### src/design/mbps_pkg.sv
// shared types and constants for the masked byte pattern scanner
`timescale 1ns / 1ps
package mbps_pkg;

  localparam int unsigned PATTERN_BYTES_DEF = 16;
  localparam int unsigned PAT_REG_BYTES     = 16;
  localparam int unsigned LEN_W             = 5;
  localparam int unsigned SEL_W             = 4;
  localparam int unsigned CFG_IDX_W         = 3;
  localparam int unsigned CFG_DATA_W        = 64;
  localparam int unsigned ADDR_W            = 32;
  localparam int unsigned COUNT_W           = 32;
  localparam int unsigned CARE_W            = 16;

  localparam logic [CFG_IDX_W-1:0] REG_PAT_LOW  = 3'd0;
  localparam logic [CFG_IDX_W-1:0] REG_PAT_HIGH = 3'd1;
  localparam logic [CFG_IDX_W-1:0] REG_CARE     = 3'd2;
  localparam logic [CFG_IDX_W-1:0] REG_LENGTH   = 3'd3;
  localparam logic [CFG_IDX_W-1:0] REG_BASE     = 3'd4;

  typedef logic [7:0] byte_t;
  typedef logic [PAT_REG_BYTES-1:0][7:0] pattern_t;

  typedef struct packed {
    logic shift;
    logic clear;
  } cell_ctrl_t;

endpackage

### src/design/mbps_cell.sv
// one window cell: holds one byte and compares its incoming byte with its pattern byte
`timescale 1ns / 1ps
module mbps_cell
  import mbps_pkg::*;
#(
  parameter int unsigned IDX = 0
) (
  input  logic             clk,
  input  logic             rst,
  input  cell_ctrl_t       ctrl,
  input  byte_t            byte_in,
  input  pattern_t         pattern,
  input  logic [CARE_W-1:0] care,
  input  logic [LEN_W-1:0] eff_len,
  output byte_t            byte_out,
  output logic             hit
);

  localparam bit IN_RANGE = (IDX < PAT_REG_BYTES);

  byte_t            window_byte;
  logic             active;
  logic [LEN_W-1:0] sel_wide;
  logic [SEL_W-1:0] sel;

  always_ff @(posedge clk) begin
    if (rst || ctrl.clear) begin
      window_byte <= '0;
    end else if (ctrl.shift) begin
      window_byte <= byte_in;
    end
  end

  // this cell sees pattern byte len-1-IDX once the new byte is in
  assign active   = IN_RANGE && (LEN_W'(IDX) < eff_len);
  assign sel_wide = eff_len - LEN_W'(IDX) - LEN_W'(1);
  assign sel      = sel_wide[SEL_W-1:0];
  assign hit      = !active || !care[sel] || (byte_in == pattern[sel]);
  assign byte_out = window_byte;

endmodule

### src/design/masked_byte_pattern_scan.sv
// top level of the masked byte pattern scanner
//
// Usage: the bytes of one region stream in on data_byte with in_valid and
// in_ready; last_byte marks the final byte. The block compares a sliding
// window of the newest bytes against a pattern of up to 16 bytes, where
// only bytes whose care_mask bit is set are compared. The first window that
// lies wholly inside the region and matches gives one beat on the output
// channel with found=1 and match_address = base_address + start offset; the
// rest of the region is then swallowed. A region that ends without a match
// gives one beat with found=0 and match_address=0.
// Throughput is one byte per cycle while no result beat stalls: the row of
// window cells shifts and all cells compare in parallel in the cycle a byte
// is taken, and its result beat is in the output register the cycle after.
// When the receiver stalls a waiting result, in_ready drops until the beat
// is taken. Configuration writes (index, data) are always accepted and are
// meant to happen between regions. Synchronous reset clears the window,
// the byte count and the output valid flag and loads the register defaults.
`timescale 1ns / 1ps
module masked_byte_pattern_scan
  import mbps_pkg::*;
#(
  parameter int unsigned PATTERN_BYTES = PATTERN_BYTES_DEF
) (
  input  logic                  clk,
  input  logic                  rst,
  input  logic                  in_valid,
  output logic                  in_ready,
  input  logic [7:0]            data_byte,
  input  logic                  last_byte,
  output logic                  out_valid,
  input  logic                  out_ready,
  output logic                  found,
  output logic [ADDR_W-1:0]     match_address,
  input  logic                  cfg_valid,
  output logic                  cfg_ready,
  input  logic [CFG_IDX_W-1:0]  cfg_index,
  input  logic [CFG_DATA_W-1:0] cfg_data
);

  localparam int unsigned MAX_LEN =
    (PATTERN_BYTES < PAT_REG_BYTES) ? PATTERN_BYTES : PAT_REG_BYTES;

  logic [CFG_DATA_W-1:0] pat_low;
  logic [CFG_DATA_W-1:0] pat_high;
  logic [CARE_W-1:0]     care_mask;
  logic [LEN_W-1:0]      pattern_length;
  logic [ADDR_W-1:0]     base_address;

  logic [COUNT_W-1:0]    byte_count;
  logic [COUNT_W-1:0]    byte_count_next;
  logic                  match_done;

  pattern_t              pattern;
  logic [LEN_W-1:0]      eff_len;
  cell_ctrl_t            ctrl;
  logic                  accept;
  byte_t                 chain [PATTERN_BYTES+1];
  logic [PATTERN_BYTES-1:0] hits;
  logic                  full_window;
  logic                  hit;
  logic                  miss_end;

  assign cfg_ready = 1'b1;

  always_ff @(posedge clk) begin
    if (rst) begin
      pat_low        <= '0;
      pat_high       <= '0;
      care_mask      <= '1;
      pattern_length <= LEN_W'(1);
      base_address   <= '0;
    end else if (cfg_valid) begin
      unique case (cfg_index)
        REG_PAT_LOW:  pat_low        <= cfg_data;
        REG_PAT_HIGH: pat_high       <= cfg_data;
        REG_CARE:     care_mask      <= cfg_data[CARE_W-1:0];
        REG_LENGTH:   pattern_length <= cfg_data[LEN_W-1:0];
        REG_BASE:     base_address   <= cfg_data[ADDR_W-1:0];
        default:      ;
      endcase
    end
  end

  assign pattern = {pat_high, pat_low};

  always_comb begin
    priority if (pattern_length == '0) begin
      eff_len = LEN_W'(1);
    end else if (pattern_length > LEN_W'(MAX_LEN)) begin
      eff_len = LEN_W'(MAX_LEN);
    end else begin
      eff_len = pattern_length;
    end
  end

  assign in_ready   = !out_valid || out_ready;
  assign accept     = in_valid && in_ready;
  assign ctrl.shift = accept && !match_done;
  assign ctrl.clear = accept && last_byte;

  assign chain[0] = data_byte;

  for (genvar i = 0; i < PATTERN_BYTES; i++) begin : g_cell
    mbps_cell #(
      .IDX(i)
    ) u_cell (
      .clk     (clk),
      .rst     (rst),
      .ctrl    (ctrl),
      .byte_in (chain[i]),
      .pattern (pattern),
      .care    (care_mask),
      .eff_len (eff_len),
      .byte_out(chain[i+1]),
      .hit     (hits[i])
    );
  end

  // the last cell's byte falls off the end of the row
  logic unused_tail;
  assign unused_tail = ^chain[PATTERN_BYTES];

  assign byte_count_next = (byte_count == '1) ? byte_count : byte_count + COUNT_W'(1);
  assign full_window     = byte_count_next >= COUNT_W'(eff_len);
  assign hit             = !match_done && full_window && (&hits);
  assign miss_end        = !match_done && last_byte && !hit;

  always_ff @(posedge clk) begin
    if (rst) begin
      byte_count <= '0;
      match_done <= 1'b0;
    end else if (accept) begin
      if (last_byte) begin
        byte_count <= '0;
        match_done <= 1'b0;
      end else if (!match_done) begin
        byte_count <= byte_count_next;
        match_done <= hit;
      end
    end
  end

  always_ff @(posedge clk) begin
    if (rst) begin
      out_valid <= 1'b0;
    end else if (accept) begin
      out_valid <= hit || miss_end;
    end else if (out_ready) begin
      out_valid <= 1'b0;
    end
  end

  always_ff @(posedge clk) begin
    if (accept) begin
      found         <= hit;
      match_address <= hit ? base_address + byte_count_next - ADDR_W'(eff_len) : '0;
    end
  end

`ifndef NO_ASSERTIONS
  a_miss_addr_zero: assert property (@(posedge clk) disable iff (rst)
    out_valid && !found |-> match_address == '0)
    else $error("not-found beat with nonzero address");

  a_stall_blocks_input: assert property (@(posedge clk) disable iff (rst)
    out_valid && !out_ready |-> !in_ready)
    else $error("input taken while result beat stalled");

  a_rearm_on_last: assert property (@(posedge clk) disable iff (rst)
    accept && last_byte |=> byte_count == '0 && !match_done)
    else $error("region end did not rearm");

  a_done_gives_found: assert property (@(posedge clk) disable iff (rst)
    $rose(match_done) |-> out_valid && found)
    else $error("match recorded without found beat");

  a_quiet_after_match: assert property (@(posedge clk) disable iff (rst)
    accept && match_done && !last_byte |=> !out_valid)
    else $error("beat produced after match in same region");
`endif

endmodule

### config.mk
export PLATFORM = sky130hd
export DESIGN_NAME = masked_byte_pattern_scan
export DESIGN_NICKNAME = d
export VERILOG_FILES = /design/src/design/mbps_pkg.sv /design/src/design/mbps_cell.sv /design/src/design/masked_byte_pattern_scan.sv
export SDC_FILE = /design/constraint.sdc
export NUM_CORES = 1
export LEC_CHECK = 0
export ABC_CLOCK_PERIOD_IN_PS = 5850
export BUFFER_PORTS_ARGS = -buffer_cell sky130_fd_sc_hd__buf_4
export CORE_MARGIN = 8
export CORE_UTILIZATION = 57
export DETAILED_ROUTE_END_ITERATION = 16
export PLACE_DENSITY = 0.78
export SETUP_SLACK_MARGIN = 0.05
export SYNTH_ARGS = -nofsm -noshare
export SYNTH_HDL_FRONTEND = slang
export SYNTH_SLANG_ARGS = --single-unit
### constraint.sdc
create_clock -name clk -period 5.85 [get_ports clk]
set_clock_uncertainty 0.05 [all_clocks]
set_input_delay 0.585 -clock clk [delete_from_list [all_inputs] [get_ports clk]]
set_output_delay 0.585 -clock clk [all_outputs]
set_load 0.1 [all_outputs]
### Word level (Yosys, flattened, before mapping)

Cells that the tools add are included.

| word-level totals | value |
|---|---|
| output and inout port bits | 36 |
| bits of input ports | 81 |
| word-level logic and storage cells | 274 |
| register bits after elaboration | 368 |

| cells by class | value |
|---|---|
| muxes and demuxes | 73 |
| magnitude comparators | 34 |
| equality and inequality tests | 22 |
| $add $sub $neg | 33 |
| reductions and logical operators | 87 |

Operator list:

| cell | count |
|---|---|
| $bmux 8 s4 | 16 |
| $eq 8x8->1 | 16 |
| $mux 8 | 16 |
| $mux 32 | 3 |
| $lt 4x5->1 const B | 16 |
| $bmux 1 s4 | 16 |
| $sub 4x1->4 const B | 16 |
| $lt 4x5->1 const A | 8 |
| $logic_not 1->1 | 35 |
| $logic_or 1x1->1 | 35 |
| $add 32x1->32 const B | 1 |
| $add 32x32->32 | 1 |
| $eq 32x32->1 const B | 1 |
| $ge 32x5->1 | 1 |
| $sub 32x5->32 | 1 |
| $sub 4x4->4 const B | 8 |
| $lt 3x5->1 const A | 4 |
| $mux 1 | 20 |
| $reduce_and 16->1 | 1 |
| $sub 4x3->4 const B | 4 |
| $reduce_and 2->1 | 6 |
| $lt 1x5->1 const A | 2 |
| $lt 2x5->1 const A | 2 |
| $mux 5 | 2 |
| other kinds (10) | 18 |

### Logic depth before layout (Yosys ltp)

| logic depth | value |
|---|---|
| depth after elaboration | 16 |
| gate-level depth with buffers | 26 |
| depth with buffers taken out | 22 |

### By module

A second synthesis with hierarchy kept.

| unflattened totals | value |
|---|---|
| cells, all modules | 3,768 |
| area total of the unflattened synthesis | 39,192.6 sq um |

By module, submodules not included:

| module | seq. area each (sq um) | area an instance (sq um) | cells an instance | times used |
|---|---|---|---|---|
| masked_byte_pattern_scan | 5,295.1 | 12,554.5 | 1,583 | 1 |
| mbps_cell at g_cell[12].u_cell | 160.2 | 1,731.7 | 154 | 1 |
| mbps_cell at g_cell[7].u_cell | 160.2 | 1,729.2 | 160 | 1 |
| mbps_cell at g_cell[8].u_cell | 160.2 | 1,724.2 | 141 | 1 |
| mbps_cell at g_cell[13].u_cell | 160.2 | 1,711.6 | 134 | 1 |
| mbps_cell at g_cell[15].u_cell | 160.2 | 1,710.4 | 150 | 1 |
| mbps_cell at g_cell[4].u_cell | 160.2 | 1,675.4 | 136 | 1 |
| mbps_cell at g_cell[9].u_cell | 160.2 | 1,662.8 | 136 | 1 |
| mbps_cell at g_cell[5].u_cell | 160.2 | 1,657.8 | 116 | 1 |
| mbps_cell at g_cell[1].u_cell | 160.2 | 1,656.6 | 117 | 1 |
| mbps_cell at g_cell[14].u_cell | 160.2 | 1,652.8 | 129 | 1 |
| mbps_cell at g_cell[0].u_cell | 160.2 | 1,647.8 | 129 | 1 |
| mbps_cell at g_cell[3].u_cell | 160.2 | 1,645.3 | 137 | 1 |
| mbps_cell at g_cell[11].u_cell | 160.2 | 1,619.1 | 150 | 1 |
| +3 rows | -- | -- | -- | -- |

### Worst setup path before layout

No wires, ideal clock.

| path | value |
|---|---|
| path type | reg-to-reg |
| start | reg pattern_length[3] |
| end | reg match_address[11], data pin |
| period minus slack after synthesis | 5.875 ns |
| arrival | 5.676 ns |
| slack | -0.025 ns |
| path buffers | 10 |
| library setup time | 0.149 ns |
| cell stages (with the launch flop) | 24 |
| cells stage by stage | dfxtp_1 -> clkbuf_1 -> nor3_4 -> o21ai_1 -> buf_6 -> buf_6 -> buf_6 -> buf_2 -> buf_2 -> inv_1 -> ha_1 -> buf_2 -> buf_1 -> clkbuf_1 -> mux4_2 -> a22o_1 -> a221oi_1 -> xnor2_1 -> nor4_1 -> a21oi_1 -> a2111oi_1 -> o211ai_2 -> buf_6 -> nor3b_2 |

| between the ends | value |
|---|---|
| longest elaborated chain between the ends | 12 |

Ends and longest elaborated chain:

| item | RTL line | RTL |
|---|---|---|
| from (decl) | masked_byte_pattern_scan.sv:46 | `logic [LEN_W-1:0] pattern_length;` |
| from (signal assigned) | masked_byte_pattern_scan.sv:77 | `REG_LENGTH: pattern_length <= cfg_data[LEN_W-1:0];` |
| $gt 5x5->1 | masked_byte_pattern_scan.sv:89 | `end else if (pattern_length > LEN_W'(MAX_LEN)) begin` |
| $mux 5 | masked_byte_pattern_scan.sv:89 |  |
| $mux 5 (*) | masked_byte_pattern_scan.sv:87 | `priority if (pattern_length == '0) begin` |
| parallel branches: the longest is 9 deep, another holds $sub 4x1->4 | -- |  |
| to (signal assigned) | masked_byte_pattern_scan.sv:156 | `match_address <= hit ? base_address + byte_count_next - ADDR_W'(eff_len) : '0;` |
| to (decl) | masked_byte_pattern_scan.sv:33 | `output logic [ADDR_W-1:0] match_address,` |

Mark *: on every way between the ends. The select of a mux whose other input is x is not followed.
A chain may end at the register's enable or synchronous reset.

### Worst setup path after layout

| path | value |
|---|---|
| start | reg byte_count[13] |
| end | reg match_address[31], data pin |

| between the ends | value |
|---|---|
| longest elaborated chain between the ends | 5 |

Ends and longest elaborated chain:

| item | RTL line | RTL |
|---|---|---|
| from (decl) | masked_byte_pattern_scan.sv:49 | `logic [COUNT_W-1:0] byte_count;` |
| from (signal assigned) | masked_byte_pattern_scan.sv:137 | `byte_count <= byte_count_next;` |
| $add 32x1->32 / $eq 32x32->1 (equally long branches) | masked_byte_pattern_scan.sv:123 | `assign byte_count_next = (byte_count == '1) ? byte_count : byte_count + COUNT_W'(1);` |
| $mux 32 (*) | masked_byte_pattern_scan.sv:123 |  |
| parallel branches: the longest is 3 deep, another holds $add 32x32->32 | -- |  |

Mark *: on every way between the ends.

==> results.md <==
Placed design:
- OpenSTA, run right after detailed placement, puts the worst setup slack at -0.0212 ns.
- Summed over all nets, the half-perimeter wirelength after detailed placement is 62.1 mm.
- The congestion estimate from routability-driven global placement came to 1.06.
- During placement, the flow inserted port buffers numbering 115.

STA:
- Setup repair after global routing left no endpoint under its margin.
- In this run the tightest slew margin relative to its limit is 14.7%.
- Dividing the final minimum period by the clock period gives 94.9%.
- The worst-margin pin slew is 1.27 ns.
- The final worst-path setup slack is 0.296 ns.
- The count of pins over their slew limit is 0.
- The maximum frequency from static timing analysis is 180 MHz.
- The post-route minimum period is 5.55 ns.
- Setup violations remaining at the end of the flow were counted as 0.
- The final hold violation count came to 0.

Yosys:
- The mean post-synth cell area is 8.79 um2.
- Of all flip-flops after synthesis, the portion carrying an async set or reset was 0%.
- The number of distinct library cell variants in the gate-level netlist after synthesis is 75.
- The largest area contributor in the netlist is sky130_fd_sc_hd__dfxtp_1.
- In the synthesized netlist the dominant register cell turns out to be sky130_fd_sc_hd__dfxtp_1.
- Sequential elements use 31.9% of the synthesized area.
- Yosys mapped a number of flops with a built-in enable equal to 33.
- Ranked by total cell area, the synthesized netlist is headed by sky130_fd_sc_hd__dfxtp_1, sky130_fd_sc_hd__mux4_2, sky130_fd_sc_hd__nand2_1.
- The portion of synthesized cell area occupied by the leading cell type is 27.8%.
- Ranked by instance count, the synthesized netlist is headed by sky130_fd_sc_hd__nand2_1, sky130_fd_sc_hd__dfxtp_1, sky130_fd_sc_hd__a21oi_1.
- After technology mapping, the gate count stands at 2744.
- The number of warnings reported in the yosys synthesis log is 0.
- The number of register bits inferred by synthesis is 368.
- The net count after synthesis is 2895.
- The cell area that synthesis handed to floorplanning was 0.0241 mm2.
- The most common cell in the netlist is sky130_fd_sc_hd__nand2_1.

CTS:
- The clock passes through at most 3 buffers.
- The count of H-tree levels built during CTS is 2.
- The CTS tree is built.
- The clock latency on the worst-skew pair is 0.57 ns.
- The clock-pin slew on the worst setup and hold paths is 0.06 ns.
- For this design, the CTS-stage hold fixing added 0 buffers.
- The clock root buffer is sky130_fd_sc_hd__clkbuf_16.
- The total clock buffers created by CTS is 40.
- The sink count of the clock tree is 368.

Critical path:
- On the critical path, the stage with the largest delay is an instance of sky130_fd_sc_hd__fa_1.
- For the worst setup path, the data arrival time is 5.87 ns.
- On the critical path the largest part of the delay comes from compound AO/OA/AOI/OAI gates.
- The kind of end point of the critical path is a flip-flop.
- The worst setup path is launched from a flip-flop.
- Traced cell by cell, the critical path runs through nand4_1, nor4_2, buf_4, nand3b_1, buf_4, mux2i_2, fa_1, inv_1, ha_1, a21o_1, a21oi_2, o21a_1, nor3_1, a221o_1, a31oi_2, o21ai_1, a31oi_2, o2111ai_1, a21oi_2, and4b_1, a2111oi_2.
- The worst setup path is of the reg2reg kind.
- The maximum cell stage delay along the critical path is 0.52 ns.
- The number of buffers and inverters on the critical path is 3.
- The required time reported for the critical path endpoint is 6.17 ns.
- The maximum fanout along the worst path is 7.

Finish:
- For this run, the post-layout net count is 2931.
- The layout-stage area growth over the synthesis result is 11.7%.
- After filler insertion, the fill cell instance count of the layout stands at 3484.
- The repair_antennas step left the layout with diodes totalling 0.
- The proportion of layout cells with a drive suffix above 1 is 17.4%.

Global route:
- The sum of overflow across all layers after global routing is 0.
- For this run, the total global-route usage over all layers was measured as 32.3%.
- The global-route wire length before repair is 124 mm.
- The maximum number of pins on one net before global-route repair is 132.
- The number of antenna violations at the first check in global routing is 1.
- The number of global-route vias before repair was 20500.

Drt:
- The number of remaining DRC errors is 0.
- The routed wire length per instance is 24.5 um.
- The wire length reported by the detailed router is 82.1 mm.
- The detailed-router iteration count before antenna repair is 6.
- The number of vias after detailed routing is 22200.
- The detail-routed via count per cell is 6.63.
- The initial detailed-routing violation count is 3094.
- The number of nets with antenna violations after detailed routing is 0.

Floorplanning:
- The initial utilization of the core area, before any placement, comes to 57.6%.
- Pin placement for this block handled 117 I/O pins.
- The total number of placement rows is 75.
- The floorplan die height is 222 um.
- In this run the horizontal extent of the chip is 222 um.
- The area inside the core boundary is 0.0419 mm2.
- The area of the die is 0.0492 mm2.

Power and ir drop:
- VDD sags by at most 0.000213 V.
- The areal power density over the cells is 232 mW/mm2.
- The internal power summed over all cells is 4440 uW.
- The share of total power in combinational logic is 16.9%.
- The analysis attributes to cell leakage a power of 0.00987 uW.
- For this design the total switching power over the nets is 1820 uW.
- In this run switching power makes up 29.0% of total power.
- The clock network is responsible for 40.9% of the overall power.
- In this run, flip-flops and latches consume 42.2% of the power.
- The post-route total power is 6260 uW.

Job:
- Max-cap violations in this run came to 0.

Min path:
- The path category of the worst min-delay check is in2reg.

Run status:
- The flow ran to the end, and the final reports show no timing, DRC or antenna violations.
==> layer usage <==
metal	routed length [um]	share of wire (%)	track usage [%]	up-vias
li1	-	-	-	9920
met1	33100	40	45.3	10700
met2	35400	43	47.0	1338
met3	9980	12	7.83	197
met4	3640	4.4	13.7	2
met5	11	0.013	0	-
==> state kept, by name (all words and copies together), names as in the netlist <==
name                    count
pattern_length              5
g_cell.u_cell.byte_out    120
pat_low                    64
match_address              32
found                       1
byte_count                 32
pat_high                   64
out_valid                   1
match_done                  1
base_address               32
care_mask                  16
==> cell type report <==
class | count | area, um2 | share of cell area (%)
flip-flops and latches | 368 | 7700 | 28.6
inverters | 117 | 439 | 1.63
multi-input cells | 2060 | 15300 | 56.7
well taps | 539 | 674 | 2.50
repair buffers | 193 | 1540 | 5.72
clock inverters | 17 | 128 | 0.474
clock buffers | 55 | 1190 | 4.42
==> logic make-up after synthesis <==
family | Yosys count | share of synthesized area [%]
flops | 368 | 31.9
mux | 218 | 18.0
compound gates | 627 | 17.0
other cells | 1 | 0.0155
buf+inv | 316 | 5.48
fa+ha+maj | 71 | 3.80
xor+xnor | 189 | 6.89
simple gates | 954 | 16.9
==> what timing repair did <==
| item | 4_1_cts | 5_1_grt |
|---|---|---|
| gates cloned | 0 | 0 |
| pin swaps | 1 | 1 |
| buffers inserted | 0 | 2 |
| setup endpoints to repair | 1 | 35 |
| resized for setup | 3 | 19 |
==> worst min-delay path: stages <==
cell,delay (ns)
sky130_fd_sc_hd__buf_4,0.11
sky130_fd_sc_hd__nand2_1,0.05
sky130_fd_sc_hd__a21oi_1,0.05
==> per-stage QoR <==
step           cells  TNS, ns  instance area (um2)  utilization [%]  hold WS [ns]
2_1_floorplan   2744        0                24100                -         0.386
3_3_place_gp    3275        0                25500             61.0         0.391
3_5_place_dp    3275  -0.0212                25500             61.0         0.399
4_1_cts         3347        0                26900             64.2         0.197
5_1_grt         3349        0                26900             64.4         0.220
6_report        3349        0                26900             64.4         0.217
==> final timing paths <==
check,from,to,slack (ns),cells after the start
setup / recovery,byte_count[13],match_address[31],0.30,21
hold / removal,cfg_data[56],pat_high[56],0.22,3
setup reg to reg,byte_count[13],match_address[31],0.30,21
hold reg to reg,base_address[17],base_address[17],0.41,2
==> power by group through the flow <==
stage | Sequential (uW) | Combinational [uW] | Clock, uW
2_1_floorplan | 2790 | 609 | 0
3_3_place_gp | 2690 | 1020 | 0
3_5_place_dp | 2690 | 1030 | 0
4_1_cts | 2640 | 1030 | 2580
5_1_grt | 2650 | 1120 | 2680
6_report | 2640 | 1060 | 2560
==> layout by cell type (no fill, tap or decap), drive strengths merged, types with 24 or more instances in the layout <==
cell    synthesis  final
a221oi         91     91
ha             66     66
xnor2          88     88
nor4           27     27
xor2          101    101
nand2         642    642
mux4          173    173
dfxtp         335    335
o21ai          24     24
buf            45    193
a22o           86     86
a21oi         334    334
clkbuf        154     55
edfxtp         33     33
nand4          27     27
inv           117    119
nor2          132    132
mux2i          43     43
(Power assumes the default switching activity.)
